--- src/hdl/gad_pkg.sv ---
`default_nettype none
// ----------------------------------------------------------------------------
// gad_pkg: shared types and constants for the Gregorian add-days block
// Holds the payload words, the controller/datapath command and status
// groups, the controller states and the month-length helper.
// ----------------------------------------------------------------------------
package gad_pkg;

    // Field widths
    localparam int YEAR_W  = 14;
    localparam int MONTH_W = 4;
    localparam int DAY_W   = 5;
    localparam int ADD_W   = 15;
    localparam int REM_W   = 16;
    localparam int STEP_W  = 3;

    // Calendar constants
    localparam logic [MONTH_W-1:0] MONTH_JAN    = 4'd1;
    localparam logic [MONTH_W-1:0] MONTH_FEB    = 4'd2;
    localparam logic [MONTH_W-1:0] MONTH_DEC    = 4'd12;
    localparam logic [MONTH_W-1:0] MONTH_BEYOND = 4'd13;
    localparam logic [YEAR_W-1:0]  YEAR_MAX     = 14'h3FFF;
    localparam logic [YEAR_W-1:0]  CYCLE_LEN    = 14'd400;
    localparam logic [YEAR_W-1:0]  CYCLE_LAST   = 14'd399;
    localparam logic [YEAR_W-1:0]  CENTURY_1    = 14'd100;
    localparam logic [YEAR_W-1:0]  CENTURY_2    = 14'd200;
    localparam logic [YEAR_W-1:0]  CENTURY_3    = 14'd300;
    localparam logic [DAY_W-1:0]   FEB_LEAP_LEN = 5'd29;
    // Highest shift of 400 that still fits the year width (400 << 5 = 12800)
    localparam logic [STEP_W-1:0]  REDUCE_TOP   = 3'd5;

    typedef struct packed {
        logic [YEAR_W-1:0]  start_year;
        logic [MONTH_W-1:0] start_month;
        logic [DAY_W-1:0]   start_day;
        logic [ADD_W-1:0]   days_to_add;
    } in_word_t;

    typedef struct packed {
        logic [YEAR_W-1:0]  end_year;
        logic [MONTH_W-1:0] end_month;
        logic [DAY_W-1:0]   end_day;
    } out_word_t;

    typedef enum logic [1:0] {
        ST_IDLE,
        ST_REDUCE,
        ST_SUM,
        ST_WALK
    } state_t;

    typedef struct packed {
        logic load;       // capture an accepted input word
        logic reduce;     // one step of year mod 400
        logic sum;        // add one preceding month length
        logic walk_init;  // restart the month counter at January
        logic walk;       // subtract one month and advance
        logic out_load;   // capture the finished date
    } cmd_t;

    typedef struct packed {
        logic reduce_last;
        logic sum_done;
        logic walk_done;
    } status_t;

    // Month length; months outside 1..12 count as zero days
    function automatic logic [DAY_W-1:0] month_len(input logic [MONTH_W-1:0] m,
                                                   input logic leap);
        logic [DAY_W-1:0] len;
        unique case (m)
            4'd1, 4'd3, 4'd5, 4'd7, 4'd8, 4'd10, 4'd12: len = 5'd31;
            4'd4, 4'd6, 4'd9, 4'd11:                      len = 5'd30;
            4'd2:                                         len = leap ? FEB_LEAP_LEN : 5'd28;
            default:                                      len = 5'd0;
        endcase
        return len;
    endfunction

endpackage
`default_nettype wire

--- src/hdl/gad_ctrl.sv ---
`default_nettype none
// ----------------------------------------------------------------------------
// gad_ctrl: sequencer for the add-days datapath
// Steps an accepted word through year reduction, month summing and the
// month walk, and owns the output valid flag.
// ----------------------------------------------------------------------------
module gad_ctrl (
    input  wire logic            clk,
    input  wire logic            rst_n,
    input  wire logic            in_valid,
    output logic                 in_ready,
    output logic                 out_valid,
    input  wire logic            out_ready,
    input  wire gad_pkg::status_t status,
    output gad_pkg::cmd_t        cmd
);

    gad_pkg::state_t state_reg;
    gad_pkg::state_t state_next;
    logic            out_valid_reg;
    logic            out_valid_next;
    logic            out_free;

    // Hold state and output flag
    always_ff @(posedge clk or negedge rst_n)
    begin
        if (!rst_n)
        begin
            state_reg     <= gad_pkg::ST_IDLE;
            out_valid_reg <= 1'b0;
        end
        else
        begin
            state_reg     <= state_next;
            out_valid_reg <= out_valid_next;
        end
    end

    assign out_free  = !out_valid_reg || out_ready;
    assign in_ready  = (state_reg == gad_pkg::ST_IDLE);
    assign out_valid = out_valid_reg;

    // Advance the sequence and issue commands
    always_comb
    begin
        state_next = state_reg;
        cmd        = '0;
        unique case (state_reg)
            gad_pkg::ST_IDLE:
            begin
                if (in_valid)
                begin
                    cmd.load   = 1'b1;
                    state_next = gad_pkg::ST_REDUCE;
                end
            end
            gad_pkg::ST_REDUCE:
            begin
                cmd.reduce = 1'b1;
                if (status.reduce_last)
                begin
                    state_next = gad_pkg::ST_SUM;
                end
            end
            gad_pkg::ST_SUM:
            begin
                if (status.sum_done)
                begin
                    cmd.walk_init = 1'b1;
                    state_next    = gad_pkg::ST_WALK;
                end
                else
                begin
                    cmd.sum = 1'b1;
                end
            end
            gad_pkg::ST_WALK:
            begin
                if (!status.walk_done)
                begin
                    cmd.walk = 1'b1;
                end
                else if (out_free)
                begin
                    cmd.out_load = 1'b1;
                    state_next   = gad_pkg::ST_IDLE;
                end
            end
            default:
            begin
                state_next = gad_pkg::ST_IDLE;
            end
        endcase
    end

    // Set on a finished date, drop when taken
    always_comb
    begin
        priority if (cmd.out_load)
        begin
            out_valid_next = 1'b1;
        end
        else if (out_ready)
        begin
            out_valid_next = 1'b0;
        end
        else
        begin
            out_valid_next = out_valid_reg;
        end
    end

endmodule
`default_nettype wire

--- src/hdl/gad_dp.sv ---
`default_nettype none
// ----------------------------------------------------------------------------
// gad_dp: datapath for the add-days block
// Holds the working date, a running year mod 400 for the leap rule, the
// day remainder and the output word.
// ----------------------------------------------------------------------------
module gad_dp (
    input  wire logic              clk,
    input  wire gad_pkg::in_word_t in_data,
    input  wire gad_pkg::cmd_t     cmd,
    output gad_pkg::status_t       status,
    output gad_pkg::out_word_t     out_data
);

    logic [gad_pkg::YEAR_W-1:0]  year_reg;
    logic [gad_pkg::YEAR_W-1:0]  mod400_reg;
    logic [gad_pkg::STEP_W-1:0]  step_reg;
    logic [gad_pkg::MONTH_W-1:0] stop_month_reg;
    logic [gad_pkg::MONTH_W-1:0] month_reg;
    logic [gad_pkg::REM_W-1:0]   rem_reg;
    gad_pkg::out_word_t          out_reg;

    logic [gad_pkg::YEAR_W-1:0]  sub_val;
    logic                        leap;
    logic [gad_pkg::DAY_W-1:0]   cur_len;
    logic [gad_pkg::YEAR_W-1:0]  mod400_inc;

    // Trial subtrahend for the mod 400 reduction
    assign sub_val = gad_pkg::CYCLE_LEN << step_reg;

    // Leap year from year mod 400: multiple of 4 but not a bare century
    assign leap = (mod400_reg[1:0] == 2'b00)
               && (mod400_reg != gad_pkg::CENTURY_1)
               && (mod400_reg != gad_pkg::CENTURY_2)
               && (mod400_reg != gad_pkg::CENTURY_3);

    assign cur_len = gad_pkg::month_len(month_reg, leap);

    // Next year mod 400; the 14-bit year wraps to year zero
    always_comb
    begin
        priority if (year_reg == gad_pkg::YEAR_MAX || mod400_reg == gad_pkg::CYCLE_LAST)
        begin
            mod400_inc = '0;
        end
        else
        begin
            mod400_inc = mod400_reg + 1'b1;
        end
    end

    assign status.reduce_last = (step_reg == '0);
    assign status.sum_done    = (month_reg >= stop_month_reg)
                             || (month_reg == gad_pkg::MONTH_BEYOND);
    assign status.walk_done   = (rem_reg <= {{(gad_pkg::REM_W-gad_pkg::DAY_W){1'b0}}, cur_len});

    // Working registers
    always_ff @(posedge clk)
    begin
        if (cmd.load)
        begin
            year_reg       <= in_data.start_year;
            mod400_reg     <= in_data.start_year;
            step_reg       <= gad_pkg::REDUCE_TOP;
            stop_month_reg <= in_data.start_month;
            month_reg      <= gad_pkg::MONTH_JAN;
            rem_reg        <= gad_pkg::REM_W'(in_data.start_day)
                            + gad_pkg::REM_W'(in_data.days_to_add);
        end
        else if (cmd.reduce)
        begin
            if (mod400_reg >= sub_val)
            begin
                mod400_reg <= mod400_reg - sub_val;
            end
            step_reg <= step_reg - 1'b1;
        end
        else if (cmd.sum)
        begin
            rem_reg   <= rem_reg + gad_pkg::REM_W'(cur_len);
            month_reg <= month_reg + 1'b1;
        end
        else if (cmd.walk_init)
        begin
            month_reg <= gad_pkg::MONTH_JAN;
        end
        else if (cmd.walk)
        begin
            rem_reg <= rem_reg - gad_pkg::REM_W'(cur_len);
            if (month_reg == gad_pkg::MONTH_DEC)
            begin
                month_reg  <= gad_pkg::MONTH_JAN;
                year_reg   <= year_reg + 1'b1;
                mod400_reg <= mod400_inc;
            end
            else
            begin
                month_reg <= month_reg + 1'b1;
            end
        end
    end

    // Output word
    always_ff @(posedge clk)
    begin
        if (cmd.out_load)
        begin
            out_reg.end_year  <= year_reg;
            out_reg.end_month <= month_reg;
            out_reg.end_day   <= rem_reg[gad_pkg::DAY_W-1:0];
        end
    end

    assign out_data = out_reg;

endmodule
`default_nettype wire

--- src/hdl/gregorian_add_days.sv ---
`default_nettype none
// ----------------------------------------------------------------------------
// gregorian_add_days: advance a Gregorian date by a number of days
// Input word: start year, month, day and a day count. Output word: the date
// that lies that many days later.
//
// Usage: both channels are valid/ready; a word moves when valid and ready
// are high at a rising edge. One input word gives exactly one output word.
// The block works on one word at a time. After acceptance it reduces the
// year mod 400 (leap rule), then adds the lengths of the months before the
// start month, then walks months from January of the start year, and then
// loads the result. In the month sum, month zero counts as one and months
// past December as thirteen. The month walk sets the time to a result,
// which grows with the day count.
// in_ready rises again the cycle after the result is loaded.
// The result sits in an output register, so a new word is taken while an
// earlier result waits; if the receiver still stalls when the next result
// is ready, the walk holds until the output register frees.
// Reset (rst_n low, asynchronous) returns to idle and drops out_valid.
// ----------------------------------------------------------------------------
module gregorian_add_days (
    input  wire logic              clk,
    input  wire logic              rst_n,
    input  wire logic              in_valid,
    output logic                   in_ready,
    input  wire gad_pkg::in_word_t in_data,
    output logic                   out_valid,
    input  wire logic              out_ready,
    output gad_pkg::out_word_t     out_data
);

    gad_pkg::cmd_t    cmd;
    gad_pkg::status_t status;

    // Sequencer
    gad_ctrl u_ctrl (
        .clk       (clk),
        .rst_n     (rst_n),
        .in_valid  (in_valid),
        .in_ready  (in_ready),
        .out_valid (out_valid),
        .out_ready (out_ready),
        .status    (status),
        .cmd       (cmd)
    );

    // Date arithmetic
    gad_dp u_dp (
        .clk      (clk),
        .in_data  (in_data),
        .cmd      (cmd),
        .status   (status),
        .out_data (out_data)
    );

endmodule
`default_nettype wire

--- config.mk ---
export PLATFORM = sky130hd
export DESIGN_NAME = gregorian_add_days
export DESIGN_NICKNAME = d
export VERILOG_FILES = /design/src/hdl/gad_pkg.sv /design/src/hdl/gad_ctrl.sv /design/src/hdl/gad_dp.sv /design/src/hdl/gregorian_add_days.sv
export SDC_FILE = /design/constraint.sdc
export NUM_CORES = 1
export LEC_CHECK = 0
export BUFFER_PORTS_ARGS = -buffer_cell sky130_fd_sc_hd__buf_4
export CAP_MARGIN = 0
export CORE_AREA = 3 3 110 112
export CTS_BUF_LIST = sky130_fd_sc_hd__clkbuf_16
export DETAILED_ROUTE_END_ITERATION = 10
export DIE_AREA = 0 0 113 115
export GPL_TIMING_DRIVEN = 1
export PLACE_DENSITY_LB_ADDON = 0.12
export SLEW_MARGIN = 15
export SYNTH_ARGS = -nofsm -noshare
export SYNTH_HDL_FRONTEND = slang
export SYNTH_SLANG_ARGS = --single-unit
--- constraint.sdc ---
create_clock -name clk -period 6.7 [get_ports clk]
set_clock_uncertainty 0.1 [all_clocks]
set_input_delay 1.34 -clock clk [delete_from_list [all_inputs] [get_ports clk]]
set_output_delay 1.34 -clock clk [all_outputs]
set_load 0.02 [all_outputs]
==> impl_metrics.xml <==
<?xml version="1.0" encoding="UTF-8"?>
<metrics>
  <group name="run_status">
    <metric name="outcome" unit="">complete, no violations</metric>
  </group>
  <group name="sta">
    <metric name="totalNegativeSetupSlack" unit="ns">0</metric>
    <metric name="finalWorstSetupSlack" unit="ns">2.190</metric>
    <metric name="fmax" unit="MHz">221.7</metric>
    <metric name="report.final.setup_viol" unit="">0</metric>
    <metric name="finalCritPeriodShare" unit="">0.6732</metric>
    <metric name="timing.final.max_slew_violations" unit="">0</metric>
    <metric name="setup_repair_after_global_routing_missed_its_margin" unit="">no</metric>
    <metric name="final.hold.worst_slack" unit="ns">0.3929</metric>
    <metric name="slew-limit-headroom" unit="">0.4689</metric>
    <metric name="worst_pin_slew" unit="ns">0.7937</metric>
    <metric name="final_hold_viol_count" unit="">0</metric>
    <metric name="final.min_clock_period" unit="ns">4.510</metric>
  </group>
  <group name="clock_network">
    <metric name="tritoncts" unit="">done</metric>
    <metric name="number_of_buffers_inserted_to_repair_setup_after_cts" unit="">0</metric>
    <metric name="clock_tree.buffer_depth" unit="">2</metric>
    <metric name="clkLatencyLatePin" unit="ns">0.34</metric>
    <metric name="clock_sink_count" unit="">81</metric>
    <metric name="holdBufCountCts" unit="">0</metric>
    <metric name="cts_max_level" unit="">3</metric>
    <metric name="numCtsBuffers" unit="">9</metric>
    <metric name="path_clk_slew" unit="ns">0.06</metric>
    <metric name="cts_root_buf" unit="">clkbuf_16</metric>
    <metric name="cts-resized-gates" unit="">0</metric>
  </group>
  <group name="global_routing">
    <metric name="met3_usage" unit="">0.03632</metric>
    <metric name="grt_pass1_wl" unit="mm">20.89</metric>
    <metric name="grt_antenna_before_repair" unit="">0</metric>
    <metric name="grt_overflow_total" unit="">0</metric>
    <metric name="via_count_of_the_first_global_routing_pass" unit="">4411</metric>
    <metric name="groute.usage.overall" unit="">0.1998</metric>
    <metric name="gr-max-usage-layer" unit="">met2</metric>
    <metric name="gr-usage-met2" unit="">0.3685</metric>
    <metric name="grt_use_met1" unit="">0.2400</metric>
    <metric name="grt_max_degree" unit="">46</metric>
  </group>
  <group name="critical_path">
    <metric name="critPathMaxFanout" unit="">16</metric>
    <metric name="worst_setup_path_end_kind" unit="">register</metric>
    <metric name="worst_setup_path_start_kind" unit="">register</metric>
    <metric name="worstPathArrival" unit="ns">4.38</metric>
    <metric name="critical_path_required_time" unit="ns">6.57</metric>
    <metric name="timing.setup.critical_path_class" unit="">reg2reg</metric>
  </group>
  <group name="routing">
    <metric name="route.detailed.wl_per_inst" unit="um">15.86</metric>
    <metric name="detail_route.wirelength" unit="mm">12.61</metric>
    <metric name="antenna_left" unit="">0</metric>
    <metric name="detailedRoute.firstIterationViolations" unit="">214</metric>
    <metric name="drt_drc_violations_left" unit="">0</metric>
    <metric name="drt-vias-per-instance" unit="">5.591</metric>
    <metric name="vias" unit="">4445</metric>
    <metric name="drt-pass1-iter-count" unit="">4</metric>
  </group>
  <group name="placement">
    <metric name="gp_congestion" unit="">0.8748</metric>
    <metric name="dpl_cell_area" unit="um2">6207</metric>
    <metric name="dp_cells" unit="">779</metric>
    <metric name="place_hpwl" unit="mm">9.533</metric>
    <metric name="placement.setup.worst_slack" unit="ns">2.223</metric>
    <metric name="port_buffers" unit="">66</metric>
  </group>
  <group name="layout">
    <metric name="areaGrowthSynthToFinish" unit="%">17.35</metric>
    <metric name="stdcell_area" unit="um2">6509</metric>
    <metric name="seq_area" unit="um2">2347</metric>
    <metric name="largest_register_ff_count" unit="">23</metric>
    <metric name="final_design_utilization" unit="">0.5749</metric>
    <metric name="nNetsFinal" unit="">740</metric>
    <metric name="total_area_of_multi_input_combinational_cells" unit="um2">2998</metric>
    <metric name="antenna-diode-count" unit="">0</metric>
    <metric name="finish.cell_count_without_fillers" unit="">795</metric>
    <metric name="mostFrequentLayoutCell" unit="">buf_4</metric>
    <metric name="layout_filler_cell_count" unit="">1043</metric>
    <metric name="most-common-layout-cells" unit="">buf_4 (72), edfxtp_1 (71), nor2_1 (61)</metric>
    <metric name="ratio_of_cells_with_drive_above_1_in_the_final_layout" unit="">0.1488</metric>
  </group>
  <group name="floorplan">
    <metric name="core_box_area" unit="um2">11320</metric>
    <metric name="die_height" unit="um">115</metric>
    <metric name="fp-row-count" unit="">39</metric>
    <metric name="fp.dieW" unit="um">113</metric>
    <metric name="initial_core_util" unit="">0.4899</metric>
    <metric name="die_footprint" unit="um2">13000</metric>
    <metric name="ios" unit="">67</metric>
  </group>
  <group name="yosys">
    <metric name="synthesis.instances" unit="">580</metric>
    <metric name="synth_xor_xnor_area_share" unit="">0.08369</metric>
    <metric name="synth_top_area_share" unit="">0.3844</metric>
    <metric name="synth_seq_area_share" unit="">0.4232</metric>
    <metric name="ys_ff_latch" unit="">81</metric>
    <metric name="synthesis.area" unit="um2">5547</metric>
    <metric name="netlist_top_cells_area" unit="">edfxtp_1 (38%), ha_1 (11%), xor2_1 (5.2%), nor2_1 (4.2%), a21oi_1 (3.8%)</metric>
    <metric name="ys.flop_type" unit="">edfxtp_1</metric>
    <metric name="dominant_combinational_cell_family_by_area_after_synthesis" unit="">simple AND/OR/NAND/NOR gates</metric>
    <metric name="synth.area.mux_share" unit="">0.01466</metric>
    <metric name="synth-compound-area-share" unit="">0.1423</metric>
    <metric name="yosys.area_share.adder" unit="">0.1191</metric>
    <metric name="mappedNetlistNets" unit="">673</metric>
    <metric name="synth_area_leader_cell" unit="">edfxtp_1</metric>
    <metric name="async_set_reset_flop_share_out_of_synthesis" unit="">0.03704</metric>
    <metric name="count_of_flip_flops_with_a_built_in_enable_after_synthesis" unit="">71</metric>
    <metric name="yosys_warnings" unit="">0</metric>
    <metric name="netlist-cell-type-count" unit="">57</metric>
    <metric name="synth-simple-area-share" unit="">0.1802</metric>
    <metric name="syn_avg_cell_area" unit="um2">9.563</metric>
  </group>
  <group name="pwr">
    <metric name="cellPowerDensity" unit="nW/um2">528.7</metric>
    <metric name="power.total" unit="mW">3.441</metric>
    <metric name="worst_ir_drop_vdd" unit="uV">215.9</metric>
    <metric name="p_leak" unit="nW">2.575</metric>
  </group>
  <group name="job">
    <metric name="timing.max_cap.violations" unit="">0</metric>
  </group>
  <group name="min_path">
    <metric name="holdCritPathClass" unit="">reg2reg</metric>
  </group>
</metrics>
report_power, final:
group | leakage [nW] | total (mW) | switching (mW) | internal (mW)
Clock | 0.142 | 0.501 | 0.209 | 0.291
Sequential | 0.751 | 1.05 | 0.208 | 0.840
Combinational | 1.68 | 1.89 | 1.12 | 0.774
Total | 2.57 | 3.44 | 1.54 | 1.91
layer usage:
metal / share of wire / wire (um) / vias up
li1: - / - / 2246
met1: 0.43 / 5422 / 2096
met2: 0.52 / 6581 / 95
met3: 0.039 / 492 / 8
met4: 0.0086 / 109 / 0
met5: 0 / 0 / -
critical path, stage by stage (launching register included):
cell and delay (ns):
edfxtp_1 0.47, or4_1 0.54, nor2_1 0.23, nand2_1 0.10
o2111ai_1 0.23, o211ai_1 0.16, ha_1 0.22, inv_1 0.09
fa_1 0.20, nand2b_1 0.08, a221oi_1 0.39, o31a_2 0.24
nor2_1 0.07, nor3b_1 0.34, o31a_1 0.68
logic make-up after synthesis:
family,Yosys count
buffers and inverters,54
multiplexers,8
AO/OA/AOI/OAI,124
AND/OR/NAND/NOR,209
adder cells (fa/ha/maj),51
flip-flops,81
XOR/XNOR,53
cell type report:
type | count | area share
clock inverters | 7 | 0.01173
well taps | 143 | 0.02749
repair buffers | 72 | 0.08304
flip-flops and latches | 81 | 0.3606
clock buffers | 9 | 0.03460
multi-input cells | 445 | 0.4606
inverters | 38 | 0.02191
path summary, 6_finish.rpt:
| kind | end | slack [ns] | start | cells past startpoint |
|---|---|---|---|---|
| max | u_dp.rem_reg[9] | 2.19 | u_dp.mod400_reg[11] | 14 |
| min | u_dp.out_data[17] | 0.39 | u_dp.year_reg[8] | 0 |
| max reg2reg | u_dp.rem_reg[9] | 2.19 | u_dp.mod400_reg[11] | 14 |
| min reg2reg | u_dp.out_data[17] | 0.39 | u_dp.year_reg[8] | 0 |
| max in group asynchronous | u_ctrl.state_reg[1] | 5.73 | rst_n | 1 |
| min in group asynchronous | u_ctrl.out_valid | 0.68 | rst_n | 1 |
synth_stat cells (4+ instances only):
cell type / number
o21ai_0: 20
mux2i_1: 7
clkbuf_1: 15
a221oi_1: 6
o21ai_1: 7
or2_2: 4
a31oi_1: 9
a211oi_1: 8
inv_1: 37
nor4_1: 5
edfxtp_1: 71
nor3_1: 22
dfxtp_1: 7
nand3_1: 16
and3_1: 5
or3_1: 6
nand4_1: 10
nand2b_1: 9
ha_1: 48
xor2_1: 33
a21oi_1: 42
nor2_1: 62
xnor2_1: 20
nor2b_1: 6
nand2_1: 53
Power figures use the tool's default switching activity.
